$ cat config.mk
export PLATFORM = sky130hd
export DESIGN_NAME = delayed_message_scheduler
export DESIGN_NICKNAME = d
export VERILOG_FILES = /design/src/rtl/core/dms_pkg.sv /design/src/rtl/core/dms_ram.sv /design/src/rtl/core/dms_ctrl.sv /design/src/rtl/core/dms_dp.sv /design/src/rtl/core/delayed_message_scheduler.sv
export SDC_FILE = /design/constraint.sdc
export NUM_CORES = 2
export LEC_CHECK = 0
export ABC_AREA = 1
export BUFFER_PORTS_ARGS = -buffer_cell sky130_fd_sc_hd__buf_2
export CORE_ASPECT_RATIO = 0.8
export CORE_UTILIZATION = 50
export CTS_CLUSTER_SIZE = 10
export DETAILED_ROUTE_END_ITERATION = 7
export PLACE_DENSITY_LB_ADDON = 0.15
export SYNTH_ARGS = -nofsm -noshare
export SYNTH_HDL_FRONTEND = slang
export SYNTH_SLANG_ARGS = --single-unit
$ cat constraint.sdc
create_clock -name clk -period 5.3 [get_ports clk]
set_clock_uncertainty 0.05 [all_clocks]
set_input_delay 0.53 -clock clk [delete_from_list [all_inputs] [get_ports clk]]
set_output_delay 0.53 -clock clk [all_outputs]
set_load 0.02 [all_outputs]
$ cat src/rtl/core/dms_pkg.sv
package dms_pkg;

  localparam int READY_DEPTH = 16;
  localparam int DELAY_SLOTS = 16;

  localparam int FIFO_W  = (READY_DEPTH > 1) ? $clog2(READY_DEPTH) : 1;
  localparam int SLOT_W  = (DELAY_SLOTS > 1) ? $clog2(DELAY_SLOTS) : 1;
  localparam int FILL_W  = $clog2(READY_DEPTH + 1);
  localparam int SCNT_W  = $clog2(DELAY_SLOTS + 1);
  localparam int WALK_W  = (FILL_W > SCNT_W) ? FILL_W : SCNT_W;

  typedef enum logic [1:0] {
    CMD_SEND   = 2'd0,
    CMD_TICK   = 2'd1,
    CMD_FETCH  = 2'd2,
    CMD_CANCEL = 2'd3
  } cmd_t;

  typedef enum logic [1:0] {
    ST_OK   = 2'd0,
    ST_FULL = 2'd1,
    ST_BAD  = 2'd2,
    ST_NONE = 2'd3
  } status_t;

  typedef enum logic [2:0] {
    S_IDLE,
    S_DECODE,
    S_SEND_FIND,
    S_TICK_WALK,
    S_CAN_SLOT,
    S_CAN_FIFO,
    S_FETCH_RD,
    S_RESULT
  } state_t;

  typedef struct packed {
    logic [7:0]  task_ref;
    logic [15:0] kind;
    logic [31:0] payload;
  } entry_t;

  typedef struct packed {
    entry_t      msg;
    logic [15:0] countdown;
  } slot_t;

  localparam int ENTRY_W = $bits(entry_t);
  localparam int SLOTW_W = $bits(slot_t);

  // Controller to datapath.
  typedef struct packed {
    logic load;
    logic decode;
    logic send_find;
    logic walk_init;
    logic walk_tick;
    logic walk_can_slot;
    logic walk_can_fifo;
    logic fetch_rd;
    logic fetch_out;
  } dms_cmd_t;

  // Datapath to controller.
  typedef struct packed {
    cmd_t cmd;
    logic task_zero;
    logic delay_zero;
    logic fifo_empty;
    logic find_done;
    logic walk_done;
  } dms_stat_t;

endpackage

$ cat src/rtl/core/dms_ram.sv
module dms_ram #(
  parameter int WIDTH = 8,
  parameter int DEPTH = 16
) (
  input  logic                     clk,
  input  logic                     we,
  input  logic [$clog2(DEPTH)-1:0] waddr,
  input  logic [WIDTH-1:0]         wdata,
  input  logic [$clog2(DEPTH)-1:0] raddr,
  output logic [WIDTH-1:0]         rdata
);

  logic [WIDTH-1:0] mem [DEPTH];
  logic [WIDTH-1:0] rdata_r;

  // One write port, one registered read port.
  always_ff @(posedge clk) begin
    if (we) begin
      mem[waddr] <= wdata;
    end
    rdata_r <= mem[raddr];
  end

  assign rdata = rdata_r;

endmodule

$ cat src/rtl/core/dms_ctrl.sv
module dms_ctrl (
  input  logic                clk,
  input  logic                rst_n,
  input  logic                in_valid,
  output logic                in_stall,
  output logic                out_valid,
  input  logic                out_stall,
  input  dms_pkg::dms_stat_t  stat,
  output dms_pkg::dms_cmd_t   cmd
);

  dms_pkg::state_t state_r, state_nxt;

  // State register.
  always_ff @(posedge clk) begin
    if (!rst_n) begin
      state_r <= dms_pkg::S_IDLE;
    end else begin
      state_r <= state_nxt;
    end
  end

  assign in_stall  = (state_r != dms_pkg::S_IDLE);
  assign out_valid = (state_r == dms_pkg::S_RESULT);

  // Next state and commands to the datapath.
  always_comb begin
    state_nxt = state_r;
    cmd       = '0;
    case (state_r)
      dms_pkg::S_IDLE: begin
        if (in_valid) begin
          cmd.load  = 1'b1;
          state_nxt = dms_pkg::S_DECODE;
        end
      end
      dms_pkg::S_DECODE: begin
        cmd.decode = 1'b1;
        case (stat.cmd)
          dms_pkg::CMD_SEND: begin
            if (stat.task_zero || stat.delay_zero) begin
              state_nxt = dms_pkg::S_RESULT;
            end else begin
              cmd.walk_init = 1'b1;
              state_nxt     = dms_pkg::S_SEND_FIND;
            end
          end
          dms_pkg::CMD_TICK: begin
            cmd.walk_init = 1'b1;
            state_nxt     = dms_pkg::S_TICK_WALK;
          end
          dms_pkg::CMD_FETCH: begin
            if (stat.fifo_empty) begin
              state_nxt = dms_pkg::S_RESULT;
            end else begin
              cmd.fetch_rd = 1'b1;
              state_nxt    = dms_pkg::S_FETCH_RD;
            end
          end
          dms_pkg::CMD_CANCEL: begin
            if (stat.task_zero) begin
              state_nxt = dms_pkg::S_RESULT;
            end else begin
              cmd.walk_init = 1'b1;
              state_nxt     = dms_pkg::S_CAN_SLOT;
            end
          end
          default: state_nxt = dms_pkg::S_RESULT;
        endcase
      end
      dms_pkg::S_SEND_FIND: begin
        cmd.send_find = 1'b1;
        if (stat.find_done) begin
          state_nxt = dms_pkg::S_RESULT;
        end
      end
      dms_pkg::S_TICK_WALK: begin
        cmd.walk_tick = 1'b1;
        if (stat.walk_done) begin
          state_nxt = dms_pkg::S_RESULT;
        end
      end
      dms_pkg::S_CAN_SLOT: begin
        cmd.walk_can_slot = 1'b1;
        if (stat.walk_done) begin
          cmd.walk_init = 1'b1;
          state_nxt     = dms_pkg::S_CAN_FIFO;
        end
      end
      dms_pkg::S_CAN_FIFO: begin
        cmd.walk_can_fifo = 1'b1;
        if (stat.walk_done) begin
          state_nxt = dms_pkg::S_RESULT;
        end
      end
      dms_pkg::S_FETCH_RD: begin
        cmd.fetch_out = 1'b1;
        state_nxt     = dms_pkg::S_RESULT;
      end
      dms_pkg::S_RESULT: begin
        if (!out_stall) begin
          state_nxt = dms_pkg::S_IDLE;
        end
      end
      default: state_nxt = dms_pkg::S_IDLE;
    endcase
  end

endmodule

$ cat src/rtl/core/dms_dp.sv
module dms_dp (
  input  logic                clk,
  input  logic                rst_n,
  input  dms_pkg::dms_cmd_t   cmd,
  output dms_pkg::dms_stat_t  stat,
  input  logic [1:0]          in_command,
  input  logic [7:0]          in_task_ref,
  input  logic [15:0]         in_msg_kind,
  input  logic [31:0]         in_payload_handle,
  input  logic [15:0]         in_delay_ticks,
  output logic [1:0]          out_status,
  output logic                out_delivered,
  output logic [7:0]          out_task,
  output logic [15:0]         out_kind,
  output logic [31:0]         out_payload,
  output logic [5:0]          out_count,
  output logic [4:0]          out_dropped
);

  // Latched request.
  dms_pkg::cmd_t            cmd_r;
  dms_pkg::entry_t          msg_r;
  logic [15:0]              delay_r;

  // FIFO control and slot occupancy.
  logic [dms_pkg::FIFO_W-1:0] rptr_r, rptr_nxt;
  logic [dms_pkg::FIFO_W-1:0] wptr_r, wptr_nxt;
  logic [dms_pkg::FILL_W-1:0] fill_r, fill_nxt;
  logic [dms_pkg::DELAY_SLOTS-1:0] busy_r, busy_nxt;

  // Walk pipeline: issue index, then process it in the following cycle.
  logic [dms_pkg::WALK_W-1:0] idx_r, idx_nxt;
  logic                       pval_r, pval_nxt;
  logic [dms_pkg::SLOT_W-1:0] pidx_r, pidx_nxt;
  logic [dms_pkg::FIFO_W-1:0] scan_r, scan_nxt;
  logic [dms_pkg::FIFO_W-1:0] paddr_r, paddr_nxt;

  // Result register.
  dms_pkg::status_t status_r, status_nxt;
  logic             deliv_r, deliv_nxt;
  dms_pkg::entry_t  res_r, res_nxt;
  logic [5:0]       count_r, count_nxt;
  logic [4:0]       drop_r, drop_nxt;

  // RAM ports.
  logic                       f_we, s_we;
  logic [dms_pkg::FIFO_W-1:0] f_waddr, f_raddr;
  logic [dms_pkg::SLOT_W-1:0] s_waddr, s_raddr;
  dms_pkg::entry_t            f_wdata, f_rdata;
  dms_pkg::slot_t             s_wdata, s_rdata;

  logic [dms_pkg::WALK_W-1:0] limit;
  logic                       fifo_full;
  logic                       idx_busy;
  logic                       in_range;

  function automatic logic [dms_pkg::FIFO_W-1:0] ptr_inc(
    input logic [dms_pkg::FIFO_W-1:0] p
  );
    if (p == dms_pkg::FIFO_W'(dms_pkg::READY_DEPTH - 1)) begin
      return '0;
    end
    return p + 1'b1;
  endfunction

  dms_ram #(.WIDTH(dms_pkg::ENTRY_W), .DEPTH(dms_pkg::READY_DEPTH)) u_fifo_ram (
    .clk   (clk),
    .we    (f_we),
    .waddr (f_waddr),
    .wdata (f_wdata),
    .raddr (f_raddr),
    .rdata (f_rdata)
  );

  dms_ram #(.WIDTH(dms_pkg::SLOTW_W), .DEPTH(dms_pkg::DELAY_SLOTS)) u_slot_ram (
    .clk   (clk),
    .we    (s_we),
    .waddr (s_waddr),
    .wdata (s_wdata),
    .raddr (s_raddr),
    .rdata (s_rdata)
  );

  assign fifo_full = (fill_r == dms_pkg::FILL_W'(dms_pkg::READY_DEPTH));
  assign limit     = cmd.walk_can_fifo ? dms_pkg::WALK_W'(fill_r)
                                       : dms_pkg::WALK_W'(dms_pkg::DELAY_SLOTS);
  assign in_range  = (idx_r < dms_pkg::WALK_W'(dms_pkg::DELAY_SLOTS));
  assign idx_busy  = busy_r[idx_r[dms_pkg::SLOT_W-1:0]];

  assign stat.cmd        = cmd_r;
  assign stat.task_zero  = (msg_r.task_ref == 8'd0);
  assign stat.delay_zero = (delay_r == 16'd0);
  assign stat.fifo_empty = (fill_r == '0);
  assign stat.find_done  = !in_range || !idx_busy;
  assign stat.walk_done  = (idx_r == limit) && !pval_r;

  assign f_raddr = cmd.fetch_rd ? rptr_r : scan_r;
  assign s_raddr = idx_r[dms_pkg::SLOT_W-1:0];

  // Request execution.
  always_comb begin
    rptr_nxt   = rptr_r;
    wptr_nxt   = wptr_r;
    fill_nxt   = fill_r;
    busy_nxt   = busy_r;
    idx_nxt    = idx_r;
    pval_nxt   = 1'b0;
    pidx_nxt   = pidx_r;
    scan_nxt   = scan_r;
    paddr_nxt  = paddr_r;
    status_nxt = status_r;
    deliv_nxt  = deliv_r;
    res_nxt    = res_r;
    count_nxt  = count_r;
    drop_nxt   = drop_r;
    f_we       = 1'b0;
    f_waddr    = wptr_r;
    f_wdata    = msg_r;
    s_we       = 1'b0;
    s_waddr    = idx_r[dms_pkg::SLOT_W-1:0];
    s_wdata    = '{msg: msg_r, countdown: delay_r};

    if (cmd.load) begin
      status_nxt = dms_pkg::ST_OK;
      deliv_nxt  = 1'b0;
      res_nxt    = '0;
      count_nxt  = '0;
      drop_nxt   = '0;
    end

    // First decision on the request.
    if (cmd.decode) begin
      if (cmd_r == dms_pkg::CMD_SEND) begin
        if (msg_r.task_ref == 8'd0) begin
          status_nxt = dms_pkg::ST_BAD;
        end else if (delay_r == 16'd0) begin
          if (fifo_full) begin
            status_nxt = dms_pkg::ST_FULL;
          end else begin
            f_we     = 1'b1;
            wptr_nxt = ptr_inc(wptr_r);
            fill_nxt = fill_r + 1'b1;
          end
        end
      end else if (cmd_r == dms_pkg::CMD_FETCH && fill_r == '0) begin
        status_nxt = dms_pkg::ST_NONE;
      end
    end

    if (cmd.walk_init) begin
      idx_nxt  = '0;
      scan_nxt = rptr_r;
    end

    // Lowest free slot, one slot per cycle.
    if (cmd.send_find) begin
      if (!in_range) begin
        status_nxt = dms_pkg::ST_FULL;
      end else if (!idx_busy) begin
        s_we = 1'b1;
        busy_nxt[idx_r[dms_pkg::SLOT_W-1:0]] = 1'b1;
      end else begin
        idx_nxt = idx_r + 1'b1;
      end
    end

    // Issue stage of the walks.
    if ((cmd.walk_tick || cmd.walk_can_slot || cmd.walk_can_fifo) && !cmd.walk_init &&
        idx_r != limit) begin
      idx_nxt   = idx_r + 1'b1;
      pval_nxt  = 1'b1;
      pidx_nxt  = idx_r[dms_pkg::SLOT_W-1:0];
      paddr_nxt = scan_r;
      scan_nxt  = ptr_inc(scan_r);
    end

    // Tick: count down, or release an expired slot into the FIFO (dropped when the FIFO is full).
    if (cmd.walk_tick && pval_r && busy_r[pidx_r]) begin
      if (s_rdata.countdown != 16'd0) begin
        s_we    = 1'b1;
        s_waddr = pidx_r;
        s_wdata = '{msg: s_rdata.msg, countdown: s_rdata.countdown - 1'b1};
      end else begin
        busy_nxt[pidx_r] = 1'b0;
        if (!fifo_full) begin
          f_we     = 1'b1;
          f_wdata  = s_rdata.msg;
          wptr_nxt = ptr_inc(wptr_r);
          fill_nxt = fill_r + 1'b1;
          if (count_r != 6'd63) begin
            count_nxt = count_r + 1'b1;
          end
        end else if (drop_r != 5'd31) begin
          drop_nxt = drop_r + 1'b1;
        end
      end
    end

    // Cancel in the slot pool.
    if (cmd.walk_can_slot && pval_r && busy_r[pidx_r] &&
        s_rdata.msg.task_ref == msg_r.task_ref && s_rdata.msg.kind == msg_r.kind) begin
      busy_nxt[pidx_r] = 1'b0;
      if (count_r != 6'd63) begin
        count_nxt = count_r + 1'b1;
      end
    end

    // Cancel in the FIFO: matching entries are zeroed in place.
    if (cmd.walk_can_fifo && pval_r &&
        f_rdata.task_ref == msg_r.task_ref && f_rdata.kind == msg_r.kind) begin
      f_we    = 1'b1;
      f_waddr = paddr_r;
      f_wdata = '0;
      if (count_r != 6'd63) begin
        count_nxt = count_r + 1'b1;
      end
    end

    // Pop of the head entry.
    if (cmd.fetch_out) begin
      res_nxt   = f_rdata;
      deliv_nxt = (f_rdata.task_ref != 8'd0) && (f_rdata.kind != 16'd0);
      rptr_nxt  = ptr_inc(rptr_r);
      fill_nxt  = fill_r - 1'b1;
    end
  end

  // Control state.
  always_ff @(posedge clk) begin
    if (!rst_n) begin
      rptr_r <= '0;
      wptr_r <= '0;
      fill_r <= '0;
      busy_r <= '0;
      pval_r <= 1'b0;
    end else begin
      rptr_r <= rptr_nxt;
      wptr_r <= wptr_nxt;
      fill_r <= fill_nxt;
      busy_r <= busy_nxt;
      pval_r <= pval_nxt;
    end
  end

  // Payload and working registers.
  always_ff @(posedge clk) begin
    if (cmd.load) begin
      cmd_r   <= dms_pkg::cmd_t'(in_command);
      msg_r   <= '{task_ref: in_task_ref, kind: in_msg_kind, payload: in_payload_handle};
      delay_r <= in_delay_ticks;
    end
    idx_r    <= idx_nxt;
    pidx_r   <= pidx_nxt;
    scan_r   <= scan_nxt;
    paddr_r  <= paddr_nxt;
    status_r <= status_nxt;
    deliv_r  <= deliv_nxt;
    res_r    <= res_nxt;
    count_r  <= count_nxt;
    drop_r   <= drop_nxt;
  end

  assign out_status    = status_r;
  assign out_delivered = deliv_r;
  assign out_task      = res_r.task_ref;
  assign out_kind      = res_r.kind;
  assign out_payload   = res_r.payload;
  assign out_count     = count_r;
  assign out_dropped   = drop_r;

endmodule

$ cat src/rtl/core/delayed_message_scheduler.sv
// Message scheduler with a 16-entry ready FIFO and 16 delay slots. One request is
// handled at a time and answered with exactly one result; a new request is taken
// once that result has been accepted. Walks through the slot and FIFO memories
// visit one entry per cycle. Fetch reads the FIFO head unless the FIFO is empty;
// send writes the FIFO directly on zero delay, rejects a bad task without a walk,
// and with a delay searches for the lowest free slot; tick walks all DELAY_SLOTS
// slots; cancel walks the slots and then the fill entries of the FIFO (neither for
// task zero). Reset clears the FIFO pointers and the slot busy bits at once, so no
// clearing pass follows reset.
module delayed_message_scheduler (
  input  logic        clk,
  input  logic        rst_n,
  input  logic        in_valid,
  output logic        in_stall,
  input  logic [1:0]  in_command,
  input  logic [7:0]  in_task_ref,
  input  logic [15:0] in_msg_kind,
  input  logic [31:0] in_payload_handle,
  input  logic [15:0] in_delay_ticks,
  output logic        out_valid,
  input  logic        out_stall,
  output logic [1:0]  out_status,
  output logic        out_delivered,
  output logic [7:0]  out_task,
  output logic [15:0] out_kind,
  output logic [31:0] out_payload,
  output logic [5:0]  out_count,
  output logic [4:0]  out_dropped
);

  dms_pkg::dms_cmd_t  cmd;
  dms_pkg::dms_stat_t stat;

  dms_ctrl u_ctrl (
    .clk       (clk),
    .rst_n     (rst_n),
    .in_valid  (in_valid),
    .in_stall  (in_stall),
    .out_valid (out_valid),
    .out_stall (out_stall),
    .stat      (stat),
    .cmd       (cmd)
  );

  dms_dp u_dp (
    .clk               (clk),
    .rst_n             (rst_n),
    .cmd               (cmd),
    .stat              (stat),
    .in_command        (in_command),
    .in_task_ref       (in_task_ref),
    .in_msg_kind       (in_msg_kind),
    .in_payload_handle (in_payload_handle),
    .in_delay_ticks    (in_delay_ticks),
    .out_status        (out_status),
    .out_delivered     (out_delivered),
    .out_task          (out_task),
    .out_kind          (out_kind),
    .out_payload       (out_payload),
    .out_count         (out_count),
    .out_dropped       (out_dropped)
  );

endmodule

==> impl_metrics.csv <==
group,metric,value,unit
sta,fmax,0.223,GHz
sta,slew_headroom,0.0933,
synthesis,synthTopCellsByCount,"edfxtp_1 (2191), nand2_1 (957), o21ai_0 (936)",
clocking,clockRootBuffer,"clkbuf_16",
clocking,htreeDepth,5,
critical_path,critPathCaptureType,"flip-flop",
final_layout,nets,8081,
grt,grt_overflow,0,
power,total_power,57.1,mW
routing,routed_via_density,5.82,
critical_path,cp_num_buf_inv,2,
grt,grt_pass1_wl,385000,um
grt,grt_pass1_vias,58000,
routing,drtIter0Drc,7079,
synthesis,syn_nets,7818,
place,place_congestion,0.908,
routing,ant_nets,0,
critical_path,path_delay_family,"simple AND/OR/NAND/NOR gates",
power,irDropWorstVdd,0.468,mV
final_layout,fillers,15200,
floorplan,coreArea,0.188,mm^2
sta,final-setup-viol-count,0,
power,leakagePower,38.2,nW
synthesis,ys_seq_area_frac,0.733,
final_layout,stdcell_count,10700,
place,dpl.hpwl,148000,um
synthesis,ys_types,46,
critical_path,worstSetupStartpointType,"flip-flop",
final_layout,drive_above_1_share,0.0993,
floorplan,dieArea,0.191,mm^2
critical_path,cp_cell_sequence,"inv_8, o211ai_1, nand2_1, nand2_1, nand2_1, nor2_1, nand2_1, nand2_1, nand4_1, nor2_4, buf_12",
sta,fin_crit_sh,0.844,
synthesis,syn_inst,7726,
sta,holdWs,88.1,ps
final_layout,utilization,0.575,
routing,drt-total-wl,262000,um
synthesis,synth_top_area_frac,0.695,
synthesis,synth_mux_area_frac,0.000476,
place,dpl.cell_count,10100,
routing,wl_per_cell,24.5,um
critical_path,slowest_delay,790,ps
grt,grt_use_total,0.272,
synthesis,syn-cell-area,0.0946,mm^2
routing,firstDrtPassIters,8,
power,power.density,529,mW/mm^2
floorplan,io-pin-count,150,
synthesis,synth_most_common_cell,"edfxtp_1",
critical_path,critPathSlowestCell,"nor2_4",
clocking,clk_latency,920,ps
synthesis,yosysTopAreaCell,"edfxtp_1",
synthesis,synthArstFlopShare,0,
worst_hold_path,hold_path_class,"in2reg",
critical_path,worstPathRequired,5820,ps
clocking,numCtsBuffers,289,
critical_path,crit_top_cell,"nand2_1",
synthesis,synth_edf_count,2191,
clocking,clock_sinks,2370,
synthesis,synthXorXnorAreaFrac,0.00370,
routing,via_count,62300,
synthesis,synth_simple_gate_area_share,0.104,
sta,worst_pin_slew,1360,ps
critical_path,crit_type,"reg2reg",
grt,antenna_found_initial,7,
critical_path,arrival,5000,ps
floorplan,die_h,391,um
sta,period_needed,4480,ps
synthesis,synth-seq-cells,2370,
clocking,cts_buffer_depth,4,
clocking,cts_tree,"done",
final_layout,area_growth,14.1,%
synthesis,synthFlopType,"edfxtp_1",
sta,rsz0062_at_grt,"false",
synthesis,synth_area_leaders,"edfxtp_1 (70%), o21ai_0 (5.0%), nand2_1 (3.8%), dfxtp_1 (3.8%), nor2_1 (3.5%)",
synthesis,synth_compound_area_frac,0.110,
floorplan,row_count,142,
grt,grt_max_degree,216,
clocking,postCtsSetupRepairBufs,0,
critical_path,worst-path-max-fanout,86,
sta,maxSlewViolCount,0,
clocking,clkSlewWorstSetupHoldPaths,60,ps
synthesis,synth_top_family_by_area,"compound AO/OA/AOI/OAI gates",
floorplan,initial_core_util,0.504,
routing,drcViolationCount,0,
synthesis,synthAdderAreaFrac,0.00185,
synthesis,yosys_warnings,0,
synthesis,syn_avg_cell_area,12.2,um^2
job,maxCapViolCount,0,
status,run_status,"completed",
floorplan,die_w,488,um
sta,hold_viol,0,
place,io_buffers,149,
sta,tns,0,ps
[layout make-up]
class / instances / area [um^2] / area share
Clock buffer: 477 / 8120 / 0.0752
Clock inverter: 10 / 57.6 / 0.000533
Antenna cell: 3 / 7.51 / 0.0000695
Multi-Input combinational cell: 4254 / 21100 / 0.196
Tap cell: 2520 / 3150 / 0.0292
Timing Repair Buffer: 436 / 3690 / 0.0341
Inverter: 638 / 2430 / 0.0225
Sequential cell: 2370 / 69400 / 0.643
[per-layer routing]
layer	vias to the layer above	global-route usage	wire length [um]
met1	31000	0.417	119000
li1	28300	-	-
met5	-	0	0
met3	388	0.0427	21000
met4	0	0.0827	7240
met2	2620	0.399	116000
[placed cells by master (no fill, tap or decap), types with 14 or more instances in the layout]
master         count
o21ai_0          932
buf_4            165
clkbuf_1         179
xor2_1            21
inv_2             40
buf_12            48
inv_1            588
clkbuf_16        297
dfxtp_1          177
a21oi_1          118
buf_2            149
edfxtp_1        2191
ha_1              14
nor2_1           840
o22ai_1          290
nand3_1          378
o21ai_1          136
nor2_4            38
nand2_1          955
xnor2_1           19
nand4_1          102
dlygate4sd3_1     74
nor3_1            22
o21ai_2           33
o211ai_1         286
[logic make-up after synthesis]
family                   after synthesis
adder cells (fa/ha/maj)               14
flip-flops                          2370
buffers and inverters               1102
multiplexers                           4
AND/OR/NAND/NOR                     2374
AO/OA/AOI/OAI                       1822
XOR/XNOR                              40
[worst reg2reg max path, stage by stage, from the launching register on]
cell	delay [ps]
dfxtp_4	730
inv_8	290
o211ai_1	370
nand2_1	80
nand2_1	70
nand2_1	60
nor2_1	230
nand2_1	390
nand2_1	290
nand4_1	430
nor2_4	790
buf_12	340
[flip-flops by register name, summed over array words and instances (netlist names), 6 cells and up]
name	cells
u_dp.msg_r	56
u_dp.out_kind	16
u_dp.out_task	8
u_dp.delay_r	16
u_dp.u_fifo_ram.rdata	56
u_dp.u_slot_ram.mem	1152
u_dp.u_fifo_ram.mem	896
u_dp.busy_r	16
u_dp.u_slot_ram.rdata	72
u_dp.out_count	6
u_dp.out_payload	32
[through the flow]
stage,cell area [um^2],setup WS (ps)
final,108000,824
after global routing,108000,632
after CTS,108000,917
after detailed placement,99000,915
after global placement,99000,1010
after floorplan,94600,-9.71
[report_power, final]
group / internal (mW) / switching (mW) / leakage, nW
Sequential: 22.6 / 0.917 / 21.3
Clock: 10.4 / 7.17 / 3.91
Combinational: 4.37 / 11.7 / 13.0
Total: 37.3 / 19.7 / 38.2
[what timing repair did]
action / CTS / global route
hold buffers: 74 / 0
endpoints found under the hold margin: 74 / 0
resized for setup: 0 / 0
[final timing paths]
check | startpoint | endpoint | slack, ps | cells after the start
worst min-delay path | rst_n | u_dp.busy_r[12] | 90 | 3
worst min register to register | u_dp.u_fifo_ram.rdata[16] | u_dp.out_payload[16] | 430 | 2
worst max register to register | u_dp.idx_r[0] | u_dp.u_slot_ram.mem[0][23] | 820 | 11
worst max-delay path | u_dp.idx_r[0] | u_dp.u_slot_ram.mem[0][23] | 820 | 11
Note: power is estimated with default switching activity, not from simulation.
